File: src/hdl/mmc_pkg.sv
// Shared types and constants of the minimum Mahalanobis distance classifier.
package mmc_pkg;

    localparam int DIST_W = 48;
    localparam int CODE_W = 8;

    localparam logic [1:0] OP_CODE   = 2'd0;
    localparam logic [1:0] OP_MEAN   = 2'd1;
    localparam logic [1:0] OP_COV    = 2'd2;
    localparam logic [1:0] OP_SAMPLE = 2'd3;

    localparam logic [1:0] REG_BANDS   = 2'd0;
    localparam logic [1:0] REG_CLASSES = 2'd1;
    localparam logic [1:0] REG_THR_EN  = 2'd2;
    localparam logic [1:0] REG_THR     = 2'd3;

    typedef enum logic [2:0] {
        K_CODE,
        K_MEAN,
        K_COV,
        K_SAMPLE,
        K_RUN
    } t_kind;

    typedef struct packed {
        t_kind       kind;
        logic [3:0]  slot;
        logic [2:0]  row;
        logic [2:0]  col;
        logic [31:0] value;
        logic [15:0] sample;
    } t_cmd;

endpackage

File: src/hdl/mmc_queue.sv
// Two-entry command queue between the input stage and the compute engine.
module mmc_queue (
    input  logic          i_clk,
    input  logic          i_rst_n,
    input  logic          i_valid,
    output logic          o_ready,
    input  mmc_pkg::t_cmd i_cmd,
    output logic          o_valid,
    input  logic          i_ready,
    output mmc_pkg::t_cmd o_cmd
);
    import mmc_pkg::*;

    t_cmd       r_mem [2];
    logic       r_wp, r_rp;
    logic [1:0] r_cnt;
    logic       push, pop;

    assign o_ready = r_cnt != 2'd2;
    assign o_valid = r_cnt != 2'd0;
    assign o_cmd   = r_mem[r_rp];
    assign push    = i_valid && o_ready;
    assign pop     = o_valid && i_ready;

    always_ff @(posedge i_clk) begin
        if (!i_rst_n) begin
            r_wp  <= 1'b0;
            r_rp  <= 1'b0;
            r_cnt <= 2'd0;
        end else begin
            if (push) begin
                r_wp <= ~r_wp;
            end
            if (pop) begin
                r_rp <= ~r_rp;
            end
            if (push && !pop) begin
                r_cnt <= r_cnt + 2'd1;
            end else if (pop && !push) begin
                r_cnt <= r_cnt - 2'd1;
            end
        end
    end

    always_ff @(posedge i_clk) begin
        if (push) begin
            r_mem[r_wp] <= i_cmd;
        end
    end

endmodule

File: config.mk
export PLATFORM = sky130hd
export DESIGN_NAME = mmc_queue
export DESIGN_NICKNAME = d
export VERILOG_FILES = /design/src/hdl/mmc_pkg.sv /design/src/hdl/mmc_queue.sv
export SDC_FILE = /design/constraint.sdc
export NUM_CORES = 1
export LEC_CHECK = 0
export BUFFER_PORTS_ARGS = -buffer_cell sky130_fd_sc_hd__buf_2
export CORE_AREA = 8 8 104 106
export DETAILED_ROUTE_END_ITERATION = 8
export DIE_AREA = 0 0 112 114
export PLACE_DENSITY = 0.78
export SKIP_LAST_GASP = 1
export SYNTH_ARGS = -nofsm -noshare
export SYNTH_HDL_FRONTEND = slang
export SYNTH_SLANG_ARGS = --single-unit
File: constraint.sdc
create_clock -name i_clk -period 2.7 [get_ports i_clk]
set_input_delay 0.135 -clock i_clk [delete_from_list [all_inputs] [get_ports i_clk]]
set_output_delay 0.135 -clock i_clk [all_outputs]
set_load 0.02 [all_outputs]
==> impl_metrics.json, run 1 <==
{
  "fin_crit_sh": 0.713,
  "ys_warn_count": 0,
  "path_max_fanout": 34,
  "worst_slew_pin_slew_ns": 0.455,
  "tns_ns": 0,
  "dp_hpwl_um": 6010,
  "antenna_found_initial": 1,
  "synth-main-ff-cell": "edfxtp_1",
  "ys_seq_area_frac": 0.813,
  "core_area_um2": 9110,
  "numClockSinks": 127,
  "power_uw": 6380,
  "synth.most_common_cell": "edfxtp_1",
  "drc": 0,
  "final_antenna_net_count": 0,
  "synth_area_leader_cell": "edfxtp_1",
  "fin_skew_ns": 0.00665,
  "synth_top_area_share": 0.792,
  "syn_avg_cell_area_um2": 21.6,
  "vias": 2660,
  "cts_buffers": 17,
  "hold_slack_ns": 0.140,
  "synth.distinct_cells": 19,
  "cts_tree": "done",
  "drt_iter0_drc": 109,
  "critPathArrivalTime_ns": 1.79,
  "clock_path_buffers": 2,
  "drive_gt1_frac": 0.532,
  "timing.max_cap.violations": 0,
  "crit_type": "reg -> out",
  "grt_max_degree": 35,
  "dpl_cell_area_um2": 5430,
  "grt_pass1_vias": 3031,
  "period_needed_ns": 1.93,
  "yosys-top-cells-area": "edfxtp_1, mux2_2, dfxtp_1",
  "synth_common_cells": "edfxtp_1, mux2_2, buf_2, dfxtp_1, and2_1",
  "gp_congestion": 0.741,
  "cp-end-kind": "primary output",
  "path_cells": "buf_4 > mux2_2 > buf_2",
  "vdd_ir_drop_max_v": 0.000622,
  "cp_slowest_cell": "mux2_2",
  "io_pins": 128,
  "h-tree-depth": 4,
  "crit_family": "buffers and inverters",
  "drt-total-wl_um": 9760,
  "grtUsageTotal": 0.158,
  "instances_no_fill": 546,
  "final_nets": 488,
  "post_cts_buffers": 0,
  "synth_area_um2": 4630,
  "setup_viol": 0,
  "initial_core_util": 0.508,
  "rows": 35,
  "hp-class": "in -> reg",
  "io_buffers": 127,
  "slowest_delay_ns": 0.40,
  "synthArstFlopShare": 0,
  "die_height_um": 114,
  "critPathBufInv": 2,
  "final_hold_viol_count": 0,
  "avgRoutedWirePerCell_um": 17.9,
  "insertion_delay_ns": 0.50,
  "die_x_um": 112,
  "cts_root_buf": "clkbuf_8",
  "fp.dieArea_um2": 12800,
  "worstPathRequired_ns": 2.57,
  "dr.pass1.iters": 4,
  "slew_headroom": 0.696,
  "synth_nets": 280,
  "final_max_slew_viol_count": 0,
  "startpoint_type": "register",
  "power.density_nw_per_um2": 960,
  "syn_inst": 214,
  "grt_pass1_wl_um": 15400,
  "grt_setup_unrepaired": "no",
  "overflow": 0,
  "synth_seq_cells": 127,
  "dp_cells": 451,
  "fmaxAchievable_mhz": 519,
  "vias_per_cell": 4.87,
  "status": "finished, final reports clean",
  "clk_pin_slew_worst_paths_ns": 0.05,
  "final_area_um2": 6640,
  "synth_edf_count": 122,
  "syn_to_final_growth_pct": 43.5,
  "p_leak_uw": 0.00254
}
[per-stage QoR]
step	utilization	setup WS (ns)
3_5_place_dp	0.596	0.919
5_1_grt	0.729	0.689
3_3_place_gp	0.596	1.02
6_report	0.729	0.775
4_1_cts	0.729	0.735
2_1_floorplan	-	0.185
[cell families (layout without fill, tap and decap cells)]
| logic type | count (synthesis) | in the layout | share of synthesized area |
|---|---|---|---|
| AOI/OAI and AO/OA | 5 | 5 | 0.00757 |
| DFF | 127 | 127 | 0.813 |
| xor gates and xnor gates | 3 | 3 | 0.00568 |
| adders and majority gates | 1 | 1 | 0.00270 |
| and+or+nand+nor | 9 | 9 | 0.0141 |
| buffers and inverters | 8 | 228 | 0.00838 |
| muxes | 61 | 61 | 0.148 |
| other | 0 | 1 | 0 |
[where the power goes]
group	internal, uW	switching (uW)	total, uW
clock network	1400	804	2200
logic	691	942	1630
registers	2460	74.4	2540
[worst paths after layout]
kind | depth (start not counted) | startpoint | endpoint | slack (ns)
max | 3 | register | o_cmd[4] | 0.77
min | 4 | i_ready | r_rp | 0.14
min reg2reg | 2 | r_cnt[1] | r_cnt[1] | 0.60
max reg2reg | 4 | r_cnt[0] | r_mem[0][5] | 0.96
[layout make-up]
cell class / count / area (um2)
Antenna cell: 1 / 2.50
Tap cell: 111 / 139
Fill cell: 576 / 2470
Clock inverter: 14 / 168
Sequential cell: 127 / 3760
Clock buffer: 17 / 414
Multi-Input combinational cell: 79 / 827
Inverter: 1 / 3.75
Timing Repair Buffer: 196 / 1320
[worst min-delay path: stages]
cell and delay [ns]:
buf_2 0.07, o21ai_1 0.10, xnor2_1 0.18, and2_1 0.12
[per-layer routing]
layer | share of wire | vias to the layer above | GRT usage
met5 | 0 | - | 0
met4 | 0.018 | 0 | 0.0755
met3 | 0.049 | 14 | 0.0497
met2 | 0.56 | 79 | 0.291
met1 | 0.37 | 1302 | 0.159
li1 | - | 1265 | -
[sequential cells by signal, indices dropped and copies added (netlist names), named ones only]
register  cells
r_mem       122
r_rp          1
r_cnt         2
r_wp          1
[cell usage in the layout, fill, tap and decap left out, types with 2 or more instances in the layout]
cell	instances
and2_1	4
buf_2	127
buf_4	5
bufinv_16	3
clkbuf_16	16
clkinv_2	4
clkinv_4	2
clkinvlp_4	3
dfxtp_1	4
dlygate4sd3_1	63
edfxtp_1	122
inv_6	2
mux2_2	61
xnor2_1	2
[repair_timing]
item,CTS,global route
endpoints found under the hold margin,127,0
resized for setup,0,0
hold buffers,63,0
setup endpoints to repair,0,0
Power figures use the tool's default switching activity.
==> run 2: changes to the inputs <==
Settings changed: CORE_AREA 8 8 104 106 to 8 8 109 111, DIE_AREA 0 0 112 114 to 0 0 117 119, PLACE_DENSITY 0.78 to 0.74.
Clock period 2.7 ns to 1.65 ns, I/O delays scaled along.
==> run 2 against run 1 <==
Net effect: the run now ends with negative setup slack left; die area increased by 9.0%; sequential power increased by 65%; sequential share of layout area decreased by 0.75 points; largest cell class unchanged; register-to-register slack got worse by 0.90 ns; combinational power grew 79%; critical path type unchanged.
==> impl_metrics.json, run 2 (synthesized netlist as in run 1, its figures left out) <==
{
  "status": "finished with violations",
  "violations": "negative setup slack",
  "hp-class": "in -> reg",
  "io_pins": 128,
  "worst_slew_pin_slew_ns": 0.288,
  "grtUsageTotal": 0.147,
  "seq_area_um2": 3770,
  "antenna_found_initial": 0,
  "syn_to_final_growth_pct": 45.6,
  "clock_path_buffers": 2,
  "num_antenna_cells": 0,
  "p_seq_frac": 0.406,
  "final_max_slew_viol_count": 0,
  "power.density_nw_per_um2": 1530,
  "pwr-share-clk": 0.312,
  "pwr-share-comb": 0.282,
  "die_height_um": 119,
  "grt_max_degree": 40,
  "h-tree-depth": 4,
  "slew_headroom": 0.808,
  "drt_iter0_drc": 81,
  "fillers": 743,
  "drc": 0,
  "startpoint_type": "register",
  "p_leak_uw": 0.00255,
  "cts_buffers": 17,
  "switching_power_uw": 2960,
  "intPower_uw": 7370,
  "vias_per_cell": 4.68,
  "grt_pass1_wl_um": 15100,
  "fin_skew_ns": 0.00693,
  "cts_tree": "done",
  "avgRoutedWirePerCell_um": 17.6,
  "multiInputGateArea_um2": 827,
  "dp_hpwl_um": 5700,
  "grt_pass1_vias": 3049,
  "fmaxAchievable_mhz": 570,
  "largestRegisters": "r_mem x122, r_cnt x2",
  "power_uw": 10300,
  "core_area_um2": 10100,
  "io_buffers": 127,
  "gp_congestion": 0.694,
  "overflow": 0,
  "critPathArrivalTime_ns": 1.67,
  "final_hold_viol_count": 0,
  "largest_reg_flops": 122,
  "cp-end-kind": "primary output",
  "insertion_delay_ns": 0.51,
  "fp.dieArea_um2": 13900,
  "crit_type": "reg -> out",
  "path_max_fanout": 15,
  "timing.max_cap.violations": 0,
  "final_antenna_net_count": 0,
  "rows": 37,
  "numClockSinks": 127,
  "layout_setup_ws_ns": -0.104,
  "worstPathRequired_ns": 1.57,
  "drive_gt1_frac": 0.524,
  "final_nets": 490,
  "die_x_um": 117,
  "dr.pass1.iters": 4,
  "layout_common_cells": "buf_2, edfxtp_1, dlygate4sd3_1",
  "initial_core_util": 0.459,
  "cts_root_buf": "clkbuf_8",
  "tns_ns": -4.48,
  "grt_setup_unrepaired": "yes",
  "swShare": 0.287,
  "vdd_ir_drop_max_v": 0.000866,
  "fin_crit_sh": 1.06,
  "top_register": "r_mem",
  "final_common_cell": "buf_2",
  "drt-total-wl_um": 10100,
  "vias": 2682,
  "post_cts_buffers": 0,
  "clk_pin_slew_worst_paths_ns": 0.05,
  "period_needed_ns": 1.75,
  "setup_viol": 61
}
==> run 2: cell count changes in the layout (fill, tap and decap cells not counted), moves of 2 or more <==
cell       change
buf_4          -5
bufinv_16      -2
clkbuf_1       +6
buf_16         +2
buf_12         +4
dfxtp_1        -2
clkinv_4       -2
inv_6          -2
==> run 2: per-stage QoR <==
step	hold slack (ns)	utilization	worst slack, ns	area [um2]	cells
floorplan	0.181	-	-0.285	4630	214
global placement	0.270	0.546	0.161	5510	475
detailed placement	0.274	0.546	0.0626	5510	475
CTS	0.0377	0.665	-0.142	6710	572
global route	0.0797	0.668	-0.175	6740	573
finish	0.0585	0.668	-0.104	6740	573
==> run 2: power groups by stage <==
stage | Sequential, uW | Clock, uW | Combinational [uW]
final | 4190 | 3220 | 2910
after global routing | 4230 | 3440 | 3110
after CTS | 4180 | 3290 | 2900
after detailed placement | 4220 | 0 | 2640
after global placement | 4190 | 0 | 2620
after floorplan | 4190 | 0 | 1770
==> run 2: what timing repair did <==
item	4_1_cts	5_1_grt
hold buffers	63	0
hold endpoints to repair	127	0
setup endpoints to repair	61	62
gates resized for setup	3	1
cloned	2	1
==> run 2: worst paths after layout <==
path / start / endpoint / slack [ns] / depth (start not counted)
worst min-delay path: i_ready / r_rp / 0.06 / 4
worst min register to register: r_cnt[1] / r_cnt[1] / 0.53 / 2
worst max register to register: r_cnt[0] / r_cnt[1] / 0.06 / 5
worst max-delay path: register / o_cmd[27] / -0.10 / 3
==> run 2: per-layer routing <==
layer  up-vias  track usage  wire, um
li1       1269            -         -
met1      1314        0.148      3920
met2        89        0.261      5330
met3        10       0.0642       735
met4         0       0.0560       108
met5         -            0         0
==> run 2: worst max-delay path: stages, from the launching register on <==
cell	delay [ns]
dfxtp_4	0.43
clkbuf_16	0.23
mux2_2	0.34
buf_2	0.16
==> run 2: area by class of cell <==
type / count / area share
flip-flops and latches: 127 / 0.559
repair buffers: 198 / 0.215
multi-input cells: 79 / 0.123
clock buffers: 24 / 0.0668
well taps: 136 / 0.0252
clock inverters: 8 / 0.0102
inverters: 1 / 0.00111
