File: src/hdl/mmc_pkg.sv
// Shared types and constants of the minimum Mahalanobis distance classifier.
package mmc_pkg;

    localparam int DIST_W = 48;
    localparam int CODE_W = 8;

    localparam logic [1:0] OP_CODE   = 2'd0;
    localparam logic [1:0] OP_MEAN   = 2'd1;
    localparam logic [1:0] OP_COV    = 2'd2;
    localparam logic [1:0] OP_SAMPLE = 2'd3;

    localparam logic [1:0] REG_BANDS   = 2'd0;
    localparam logic [1:0] REG_CLASSES = 2'd1;
    localparam logic [1:0] REG_THR_EN  = 2'd2;
    localparam logic [1:0] REG_THR     = 2'd3;

    typedef enum logic [2:0] {
        K_CODE,
        K_MEAN,
        K_COV,
        K_SAMPLE,
        K_RUN
    } t_kind;

    typedef struct packed {
        t_kind       kind;
        logic [3:0]  slot;
        logic [2:0]  row;
        logic [2:0]  col;
        logic [31:0] value;
        logic [15:0] sample;
    } t_cmd;

endpackage

File: src/hdl/mmc_front.sv
// Input stage: accept stream transfers, classify them and drop out-of-range writes.
module mmc_front #(
    parameter int MAX_BANDS   = 8,
    parameter int MAX_CLASSES = 16,
    parameter int NBW         = 4
) (
    input  logic           i_clk,
    input  logic           i_rst_n,
    input  logic           i_valid,
    output logic           o_ready,
    input  logic [1:0]     i_operation,
    input  logic [3:0]     i_slot,
    input  logic [2:0]     i_row,
    input  logic [2:0]     i_col,
    input  logic [31:0]    i_table_value,
    input  logic [15:0]    i_sample,
    input  logic [NBW-1:0] i_nb,
    output logic           o_cmd_valid,
    output mmc_pkg::t_cmd  o_cmd,
    input  logic           i_cmd_ready
);
    import mmc_pkg::*;

    logic  r_valid;
    t_cmd  r_cmd;
    logic  keep;
    t_kind kind;
    logic  slot_ok, row_ok, col_ok, last_band;

    assign slot_ok   = 32'(i_slot) < MAX_CLASSES;
    assign row_ok    = 32'(i_row) < MAX_BANDS;
    assign col_ok    = 32'(i_col) < MAX_BANDS;
    assign last_band = 32'(i_row) == (32'(i_nb) - 32'd1);

    always_comb begin
        keep = 1'b0;
        kind = K_CODE;
        case (i_operation)
            OP_CODE: begin
                kind = K_CODE;
                keep = slot_ok;
            end
            OP_MEAN: begin
                kind = K_MEAN;
                keep = slot_ok && row_ok;
            end
            OP_COV: begin
                kind = K_COV;
                keep = slot_ok && row_ok && col_ok;
            end
            OP_SAMPLE: begin
                kind = last_band ? K_RUN : K_SAMPLE;
                keep = row_ok;
            end
            default: begin
                kind = K_CODE;
                keep = 1'b0;
            end
        endcase
    end

    assign o_ready     = !r_valid || i_cmd_ready;
    assign o_cmd_valid = r_valid;
    assign o_cmd       = r_cmd;

    always_ff @(posedge i_clk) begin
        if (!i_rst_n) begin
            r_valid <= 1'b0;
        end else if (i_valid && o_ready) begin
            r_valid <= keep;
        end else if (i_cmd_ready) begin
            r_valid <= 1'b0;
        end
    end

    always_ff @(posedge i_clk) begin
        if (i_valid && o_ready) begin
            r_cmd.kind   <= kind;
            r_cmd.slot   <= i_slot;
            r_cmd.row    <= i_row;
            r_cmd.col    <= i_col;
            r_cmd.value  <= i_table_value;
            r_cmd.sample <= i_sample;
        end
    end

endmodule

File: config.mk
export PLATFORM = sky130hd
export DESIGN_NAME = mmc_front
export DESIGN_NICKNAME = d
export VERILOG_FILES = /design/src/hdl/mmc_pkg.sv /design/src/hdl/mmc_front.sv
export SDC_FILE = /design/constraint.sdc
export NUM_CORES = 1
export LEC_CHECK = 0
export BUFFER_PORTS_ARGS = -buffer_cell sky130_fd_sc_hd__buf_4
export CAP_MARGIN = 10
export CORE_ASPECT_RATIO = 0.9
export CORE_MARGIN = 2
export CORE_UTILIZATION = 41
export CTS_CLUSTER_DIAMETER = 150
export DETAILED_ROUTE_END_ITERATION = 16
export PLACE_DENSITY = 0.85
export SYNTH_ARGS = -nofsm -noshare
export SYNTH_HDL_FRONTEND = slang
export SYNTH_SLANG_ARGS = --single-unit
File: constraint.sdc
create_clock -name i_clk -period 2.8 [get_ports i_clk]
set_clock_uncertainty 0.1 [all_clocks]
set_input_delay 0.28 -clock i_clk [delete_from_list [all_inputs] [get_ports i_clk]]
set_output_delay 0.28 -clock i_clk [all_outputs]
set_load 0.05 [all_outputs]
==> flow_metrics.tcl, run 1 <==
set metrics [dict create \
    area_growth_pct 72.30 \
    post-cts-setup-buffers 0 \
    maxCapViolCount 0 \
    seq_area_um2 1852 \
    fmax_ghz 0.6198 \
    clock_path_buffers 2 \
    fin_crit_ns 1.613 \
    cts_buffers 9 \
    cp_top_family "simple AND/OR/NAND/NOR gates" \
    wl_per_cell_um 17.32 \
    start_util_pct 41.72 \
    min-delay-path-class "input pin to register" \
    setup_viol 0 \
    ir_worst_vdd_mv 0.4022 \
    finalPower_uw 2522 \
    antenna_cells 0 \
    yosysTopAreaCell "edfxtp_1" \
    synth_common_cells "edfxtp_1 (61), a21boi_0 (3), inv_1 (3)" \
    rr_worst_depth 3 \
    syn-num-nets 151 \
    drt_first_iter_violations 66 \
    synth.ff_latch_count 62 \
    path_clk_slew_ns 0.07 \
    hold_violations 0 \
    die_area_um2 5433 \
    viasPerCell 4.543 \
    synthDistinctLibCells 17 \
    async_flop_share_pct 0 \
    crit_end "o_cmd[3]" \
    syn_area_per_cell_um2 24.29 \
    cts_root_buf "clkbuf_8" \
    slew_headroom_pct 66.03 \
    grt_pass1_vias 1346 \
    routed_wl_um 5265 \
    cp-start-kind "register" \
    cts.sinks 62 \
    core_area_um2 4775 \
    grtUsageTotal_pct 19.17 \
    drv_slew 0 \
    crit_fanout 41 \
    synth_enable_flop_cells 61 \
    synth_area_um2 1992 \
    ys_seq_area_share_pct 92.96 \
    p_leak_uw 0.001469 \
    fin_tns_setup_ns 0 \
    clock_latency_ns 0.32 \
    status "finished clean" \
    worstPathRequired_ns 2.72 \
    setup_ws_ns 1.187 \
    crit_start "o_cmd_valid" \
    nFillCells 304 \
    endpoint_kind "register" \
    num_rows 24 \
    vias 1381 \
    path_class "register to register" \
    pre_cts_ws_ns 0.9502 \
    yosysWarnings 0 \
    nets 303 \
    drive_gt1_share_pct 61.92 \
    powerDensity_nw_per_um2 734.8 \
    grt_pass1_wl_um 7210 \
    slowest_delay_ns 0.48 \
    cts_tree "done" \
    synth_area_leaders "edfxtp_1 (92%), a21boi_0 (1.1%), dfxtp_1 (1.0%)" \
    period_share_pct 57.62 \
    cts.htree.levels 3 \
    rsz0062_at_grt "no" \
    worst_pin_slew_ns 0.5095 \
    crit_chain "nand2b_1, and2_2, buf_12" \
    cts.repair.resized 0 \
    synth_flop_cell "edfxtp_1" \
    yosysMostFrequentCell "edfxtp_1" \
    die_w_um 77.47 \
    gp_congestion 0.6918 \
    r2r-end "o_cmd[3]" \
    r2r-start "o_cmd_valid" \
    synth_top_area_share_pct 91.96 \
    slowest_stage "and2_2" \
    antenna_found_initial 0 \
    first_pass_iters 4 \
    multi_input_comb_area_um2 130.1 \
    worst-path-stages 3 \
    grt-ovfl-total 0 \
    utilization_pct 71.88 \
    worstPathArrival_ns 1.53 \
    drcViolationCount 0 \
    critical_path_buf_inv_count 1 \
    pin_count 131 \
    die_height_um 70.13 \
    port_buffers 130 \
    syn_inst 82 \
    reg2reg_setup_slack_ns 1.19 \
    grt_max_degree 42 \
    drtAntennaViolNets 0 \
]
power by group:
group	switching (uW)	total [uW]	internal, uW
registers	16.6	1100	1080
clock network	336	1020	682
logic	258	402	145
layout make-up:
cell class	instances	area share [%]
clock buffer	10	3.719
clock inverter	6	3.901
inverter	3	0.3281
multi-input combinational	17	3.791
sequential	62	53.96
tap	65	2.370
timing repair buffer	141	31.94
logic make-up after synthesis:
kind of cell    count (synthesis)  share of synthesized area, %
compound gates                  6                         2.387
simple gates                    7                         2.136
xor+xnor                        3                         1.319
fa+ha+maj                       1                        0.6280
flops                          62                         92.97
buf+inv                         3                        0.5653
cells in the final DEF (no fill, tap or decap), types with 2 or more instances in the layout:
master / Yosys / layout
inv_1: 3 / 3
xnor2_1: 2 / 2
buf_4: 0 / 130
dlygate4sd3_1: 0 / 10
a21boi_0: 3 / 3
clkbuf_8: 0 / 9
bufinv_16: 0 / 4
edfxtp_1: 61 / 61
registers in the layout, indices dropped and copies added (netlist names):
signal and count:
o_cmd 61, o_cmd_valid 1
how the worst min path moves through the flow:
stage	slack, ns	endpoint	from	cells past startpoint
2_1_floorplan	0.28	o_cmd[0]	i_sample[0]	0
3_3_place_gp	0.36	o_cmd[24]	i_table_value[8]	1
3_5_place_dp	0.36	o_cmd[26]	i_table_value[10]	1
4_1_cts	0.008	o_cmd[34]	i_table_value[18]	1
5_1_grt	-0.002	o_cmd[39]	i_table_value[23]	1
6_report	0.02	o_cmd[21]	i_table_value[5]	1
per-stage QoR:
stage          cell area [um2]  cells  hold slack, ns
2_1_floorplan             1993     82          0.2789
3_3_place_gp              3070    278          0.3582
3_5_place_dp              3070    278          0.3593
4_1_cts                   3332    294        0.008496
5_1_grt                   3432    304       -0.002045
6_report                  3432    304         0.02367
metal layers:
metal,vias up,track usage [%],share of wire [%]
li1,628,-,-
met1,664,21.98,38
met2,83,31.11,53
met3,6,7.881,7.5
met4,0,9.524,1.3
met5,-,0,0
what timing repair did:
action / in CTS / in global routing
endpoints found under the setup margin: 0 / 0
hold buffers: 0 / 10
hold endpoints to repair: 0 / 10
No activity file was read; power rests on OpenSTA's default activity.
==> run 2: changes to the inputs <==
--- a/config.mk
+++ b/config.mk
@@ -9,10 +9,10 @@
 export CAP_MARGIN = 10
 export CORE_ASPECT_RATIO = 0.9
 export CORE_MARGIN = 2
-export CORE_UTILIZATION = 41
+export CORE_UTILIZATION = 37
 export CTS_CLUSTER_DIAMETER = 150
 export DETAILED_ROUTE_END_ITERATION = 16
-export PLACE_DENSITY = 0.85
+export PLACE_DENSITY = 0.82
 export SYNTH_ARGS = -nofsm -noshare
 export SYNTH_HDL_FRONTEND = slang
 export SYNTH_SLANG_ARGS = --single-unit
==> constraint.sdc (replaced) <==
create_clock -name i_clk -period 1.45 [get_ports i_clk]
set_clock_uncertainty 0.1 [all_clocks]
set_input_delay 0.145 -clock i_clk [delete_from_list [all_inputs] [get_ports i_clk]]
set_output_delay 0.145 -clock i_clk [all_outputs]
set_load 0.05 [all_outputs]
==> flow_metrics.tcl, run 2 (synthesized netlist as in run 1, its figures left out) <==
set metrics [dict create \
    drcViolationCount 0 \
    worstPathArrival_ns 1.52 \
    core_area_um2 5224 \
    most-common-layout-cells "buf_4 (132), edfxtp_1 (61), dlygate4sd3_1 (59)" \
    crit_fanout 1 \
    drtAntennaViolNets 0 \
    clock_latency_ns 0.32 \
    grt_pass1_wl_um 9404 \
    hold_ws_ns 0.02845 \
    grtUsageTotal_pct 23.23 \
    worstPathRequired_ns 1.56 \
    hold_violations 0 \
    drt_first_iter_violations 94 \
    die_height_um 73.61 \
    gp_congestion 0.6911 \
    cts_root_buf "clkbuf_8" \
    antenna_found_initial 0 \
    cts_buffers 9 \
    period_share_pct 97.64 \
    viasPerCell 4.454 \
    post-cts-setup-buffers 0 \
    antenna_cells 0 \
    routed_wl_um 6830 \
    nets 356 \
    pre_cts_ws_ns -0.1837 \
    drive_gt1_share_pct 53.42 \
    crit_chain "dlygate4sd3_1, buf_4, a21boi_0, dlygate4sd3_1" \
    slowest_delay_ns 0.56 \
    slew_headroom_pct 86.17 \
    endpoint_kind "register" \
    setup_ws_ns 0.03423 \
    num_rows 25 \
    powerDensity_nw_per_um2 1181 \
    setup_viol 0 \
    ir_worst_vdd_mv 0.6445 \
    cp-start-kind "input pin" \
    die_area_um2 5987 \
    port_buffers 130 \
    worst_pin_slew_ns 0.2075 \
    rsz0062_at_grt "no" \
    fmax_ghz 0.7063 \
    slowest_stage "dlygate4sd3_1" \
    wl_per_cell_um 19.03 \
    min-delay-path-class "input pin to register" \
    clock_path_buffers 2 \
    p_leak_uw 0.001685 \
    area_growth_pct 98.24 \
    cpMostUsedCell "dlygate4sd3_1" \
    layout_commonest_cell "buf_4" \
    pin_count 131 \
    vias 1599 \
    die_w_um 81.34 \
    drv_slew 0 \
    start_util_pct 38.13 \
    cts.sinks 62 \
    largest_register_ffs 61 \
    maxCapViolCount 0 \
    grt-ovfl-total 0 \
    cts.htree.levels 3 \
    grt_pass1_vias 1643 \
    fin_tns_setup_ns 0 \
    first_pass_iters 4 \
    status "finished clean" \
    grt_max_degree 39 \
    fin_crit_ns 1.416 \
    cts_tree "done" \
    path_clk_slew_ns 0.07 \
    path_class "input pin to register" \
]
## run 2: stage by stage
stage	area [um2]	power (uW)	std cells	util, %
global placement	3141	2920	284	60.12
floorplan	2018	2592	82	-
detailed placement	3141	2942	284	60.12
finish	3949	4665	359	75.59
global route	3949	4820	359	75.59
CTS	3954	4672	360	75.69
## run 2: power breakdown
part | internal [uW] | switching, uW
clock | 955 | 648
sequential | 2090 | 40.6
combinational | 385 | 542
total | 3430 | 1230
## run 2: path summary, 6_finish.rpt
path	end	slack (ns)	from	cells after the start
max	o_cmd_valid	0.03	i_rst_n	4
min	o_cmd[58]	0.03	i_operation[1]	2
max reg2reg	o_cmd_valid	0.12	o_cmd_valid	3
min reg2reg	o_cmd[56]	0.82	o_cmd_valid	3
## run 2: what timing repair did
action	4_1_cts	5_1_grt
endpoints found under the setup margin	0	3
resized for setup	0	2
hold endpoints to repair	59	0
hold buffers	60	0
## run 2: worst max-delay path, delay by kind of cell
family,cells,cell delay [ns]
buf+inv,3,1.26
compound gates,1,0.11
## run 2: area by class of cell
class | instances | area, um2
clock inverters | 7 | 88.84
fillers | 320 | 1275
inverters | 3 | 11.26
well taps | 67 | 83.83
repair buffers | 194 | 1634
multi-input cells | 17 | 151.4
clock buffers | 9 | 123.9
flip-flops and latches | 62 | 1856
## run 2: routing by layer
layer	GRT usage, %	wire, um	up-vias
met5	0	0	-
met4	7.910	45	0
met3	8.231	597	4
met2	41.44	3593	88
met1	25.67	2593	775
li1	-	-	732
==> run 3: changes to the inputs <==
--- a/config.mk
+++ b/config.mk
@@ -7,7 +7,6 @@
 export LEC_CHECK = 0
 export BUFFER_PORTS_ARGS = -buffer_cell sky130_fd_sc_hd__buf_4
 export CAP_MARGIN = 10
-export CORE_ASPECT_RATIO = 0.9
 export CORE_MARGIN = 2
 export CORE_UTILIZATION = 37
 export CTS_CLUSTER_DIAMETER = 150
==> flow_metrics.tcl, run 3 (synthesized netlist as in run 1, its figures left out) <==
set metrics [dict create \
    pre_cts_ws_ns -0.1914 \
    routed_wl_um 6138 \
    min-delay-path-class "input pin to register" \
    path_class "input pin to register" \
    cp_top_family "buffers and inverters" \
    die_w_um 77.37 \
    wl_per_cell_um 17.00 \
    placed_cells 286 \
    drv_slew 0 \
    drtAntennaViolNets 0 \
    setup_ws_ns 0.06129 \
    multi_input_comb_area_um2 151.4 \
    cts.htree.levels 3 \
    grtUsageTotal_pct 21.79 \
    grt_pass1_vias 1861 \
    cts.sinks 62 \
    cts_tree "done" \
    layout_commonest_cell "buf_4" \
    drt_first_iter_violations 66 \
    p_leak_uw 0.001684 \
    reg2reg_setup_slack_ns 0.09 \
    fmax_ghz 0.7201 \
    worst_pin_slew_ns 0.2122 \
    port_buffers 130 \
    die_height_um 77.37 \
    r2r-start "o_cmd_valid" \
    clock_latency_ns 0.33 \
    slowest_stage "dlygate4sd3_1" \
    endpoint_kind "register" \
    clock_path_buffers 2 \
    first_pass_iters 6 \
    post-cts-setup-buffers 0 \
    ir_worst_vdd_mv 0.6486 \
    slowest_delay_ns 0.57 \
    maxCapViolCount 0 \
    seq_area_um2 1856 \
    core_area_um2 5140 \
    largest_register_ffs 61 \
    crit_chain "dlygate4sd3_1, xnor2_1, a211o_1, a21oi_2, a21boi_1" \
    nFillCells 295 \
    r2r-end "o_cmd_valid" \
    gp_congestion 0.7234 \
    cp-start-kind "input pin" \
    crit_fanout 3 \
    powerDensity_nw_per_um2 1216 \
    slew_headroom_pct 85.80 \
    hold_path_end "o_cmd[58]" \
    cts_root_buf "clkbuf_8" \
    fin_crit_ns 1.389 \
    path_clk_slew_ns 0.07 \
    vias 1604 \
    grt_pass1_wl_um 9473 \
    min_from "i_operation[1]" \
    pin_count 131 \
    rr_worst_depth 3 \
    worstPathArrival_ns 1.37 \
    nets 355 \
    cts_buffers 9 \
    grt_max_degree 23 \
    period_share_pct 95.77 \
    setup_viol 0 \
    antenna_cells 0 \
    area_growth_pct 99.75 \
    hold_violations 0 \
    drcViolationCount 0 \
    worstPathRequired_ns 1.43 \
    rsz0062_at_grt "no" \
    start_util_pct 38.75 \
    antenna_found_initial 0 \
    num_rows 26 \
    most-common-layout-cells "buf_4 (130), edfxtp_1 (61), dlygate4sd3_1 (60)" \
    whs_path_depth 2 \
    status "finished clean" \
    drive_gt1_share_pct 52.92 \
    hold_ws_ns 0.03093 \
    grt-ovfl-total 0 \
    layout.cells.non_filler 361 \
    viasPerCell 4.443 \
    critical_path_buf_inv_count 1 \
    die_area_um2 5986 \
]
==> run 3: cell types whose count changed in the layout (fill, tap and decap cells not counted), sizes merged <==
cell and change:
bufinv +1, dlymetal6s4s -1, buf -1, clkinv -1, dlygate4sd3 +1
==> run 3: routing by layer <==
| metal | vias up | global-route usage, % | share of wire [%] |
|---|---|---|---|
| met5 | - | 0 | 0 |
| met3 | 18 | 9.535 | 11 |
| met4 | 0 | 10.54 | 3.3 |
| met2 | 107 | 38.26 | 53 |
| met1 | 746 | 22.04 | 33 |
| li1 | 733 | - | - |
==> run 3: worst reg2reg max path, stage by stage, from the launching register on <==
cell	delay [ns]
dfxtp_4	0.36
nand2b_4	0.06
a21boi_0	0.19
dlygate4sd3_1	0.59
==> run 3: cell type report <==
| class | count | area share, % |
|---|---|---|
| clock inverter | 7 | 2.830 |
| sequential | 62 | 46.64 |
| multi-input combinational | 17 | 3.805 |
| tap | 70 | 2.201 |
| timing repair buffer | 193 | 41.13 |
| inverter | 3 | 0.2830 |
| clock buffer | 9 | 3.113 |
==> run 3: worst max-delay path by stage <==
stage | slack, ns | startpoint | end | depth (start not counted)
after floorplan | -0.16 | o_cmd_valid | o_cmd[0] | 2
after global placement | -0.16 | i_nb[0] | o_cmd[58] | 7
after detailed placement | -0.19 | i_nb[0] | o_cmd[58] | 7
after CTS | 0.03 | i_row[0] | o_cmd[58] | 6
after global routing | 0.01 | i_row[0] | o_cmd[58] | 5
final | 0.06 | i_row[0] | o_cmd[59] | 5
==> run 3: report_power, final <==
group	internal, uW	switching, uW
clock	1130	658
sequential	2090	35.3
combinational	388	533
total	3610	1230
==> run 3: repair_timing <==
item	CTS	global route
endpoints found under the hold margin	59	0
endpoints found under the setup margin	0	2
hold buffers	60	0
resized for setup	0	1
==> run 3: stage by stage <==
| step | total power [uW] | setup TNS (ns) | cell area (um2) | util, % |
|---|---|---|---|---|
| 2_1_floorplan | 2592 | -9.982 | 2018 | - |
| 3_3_place_gp | 2923 | -0.3840 | 3149 | 61.27 |
| 3_5_place_dp | 2941 | -0.5156 | 3149 | 61.27 |
| 4_1_cts | 4832 | 0 | 3986 | 77.56 |
| 5_1_grt | 4998 | 0 | 3979 | 77.41 |
| 6_report | 4837 | 0 | 3979 | 77.41 |
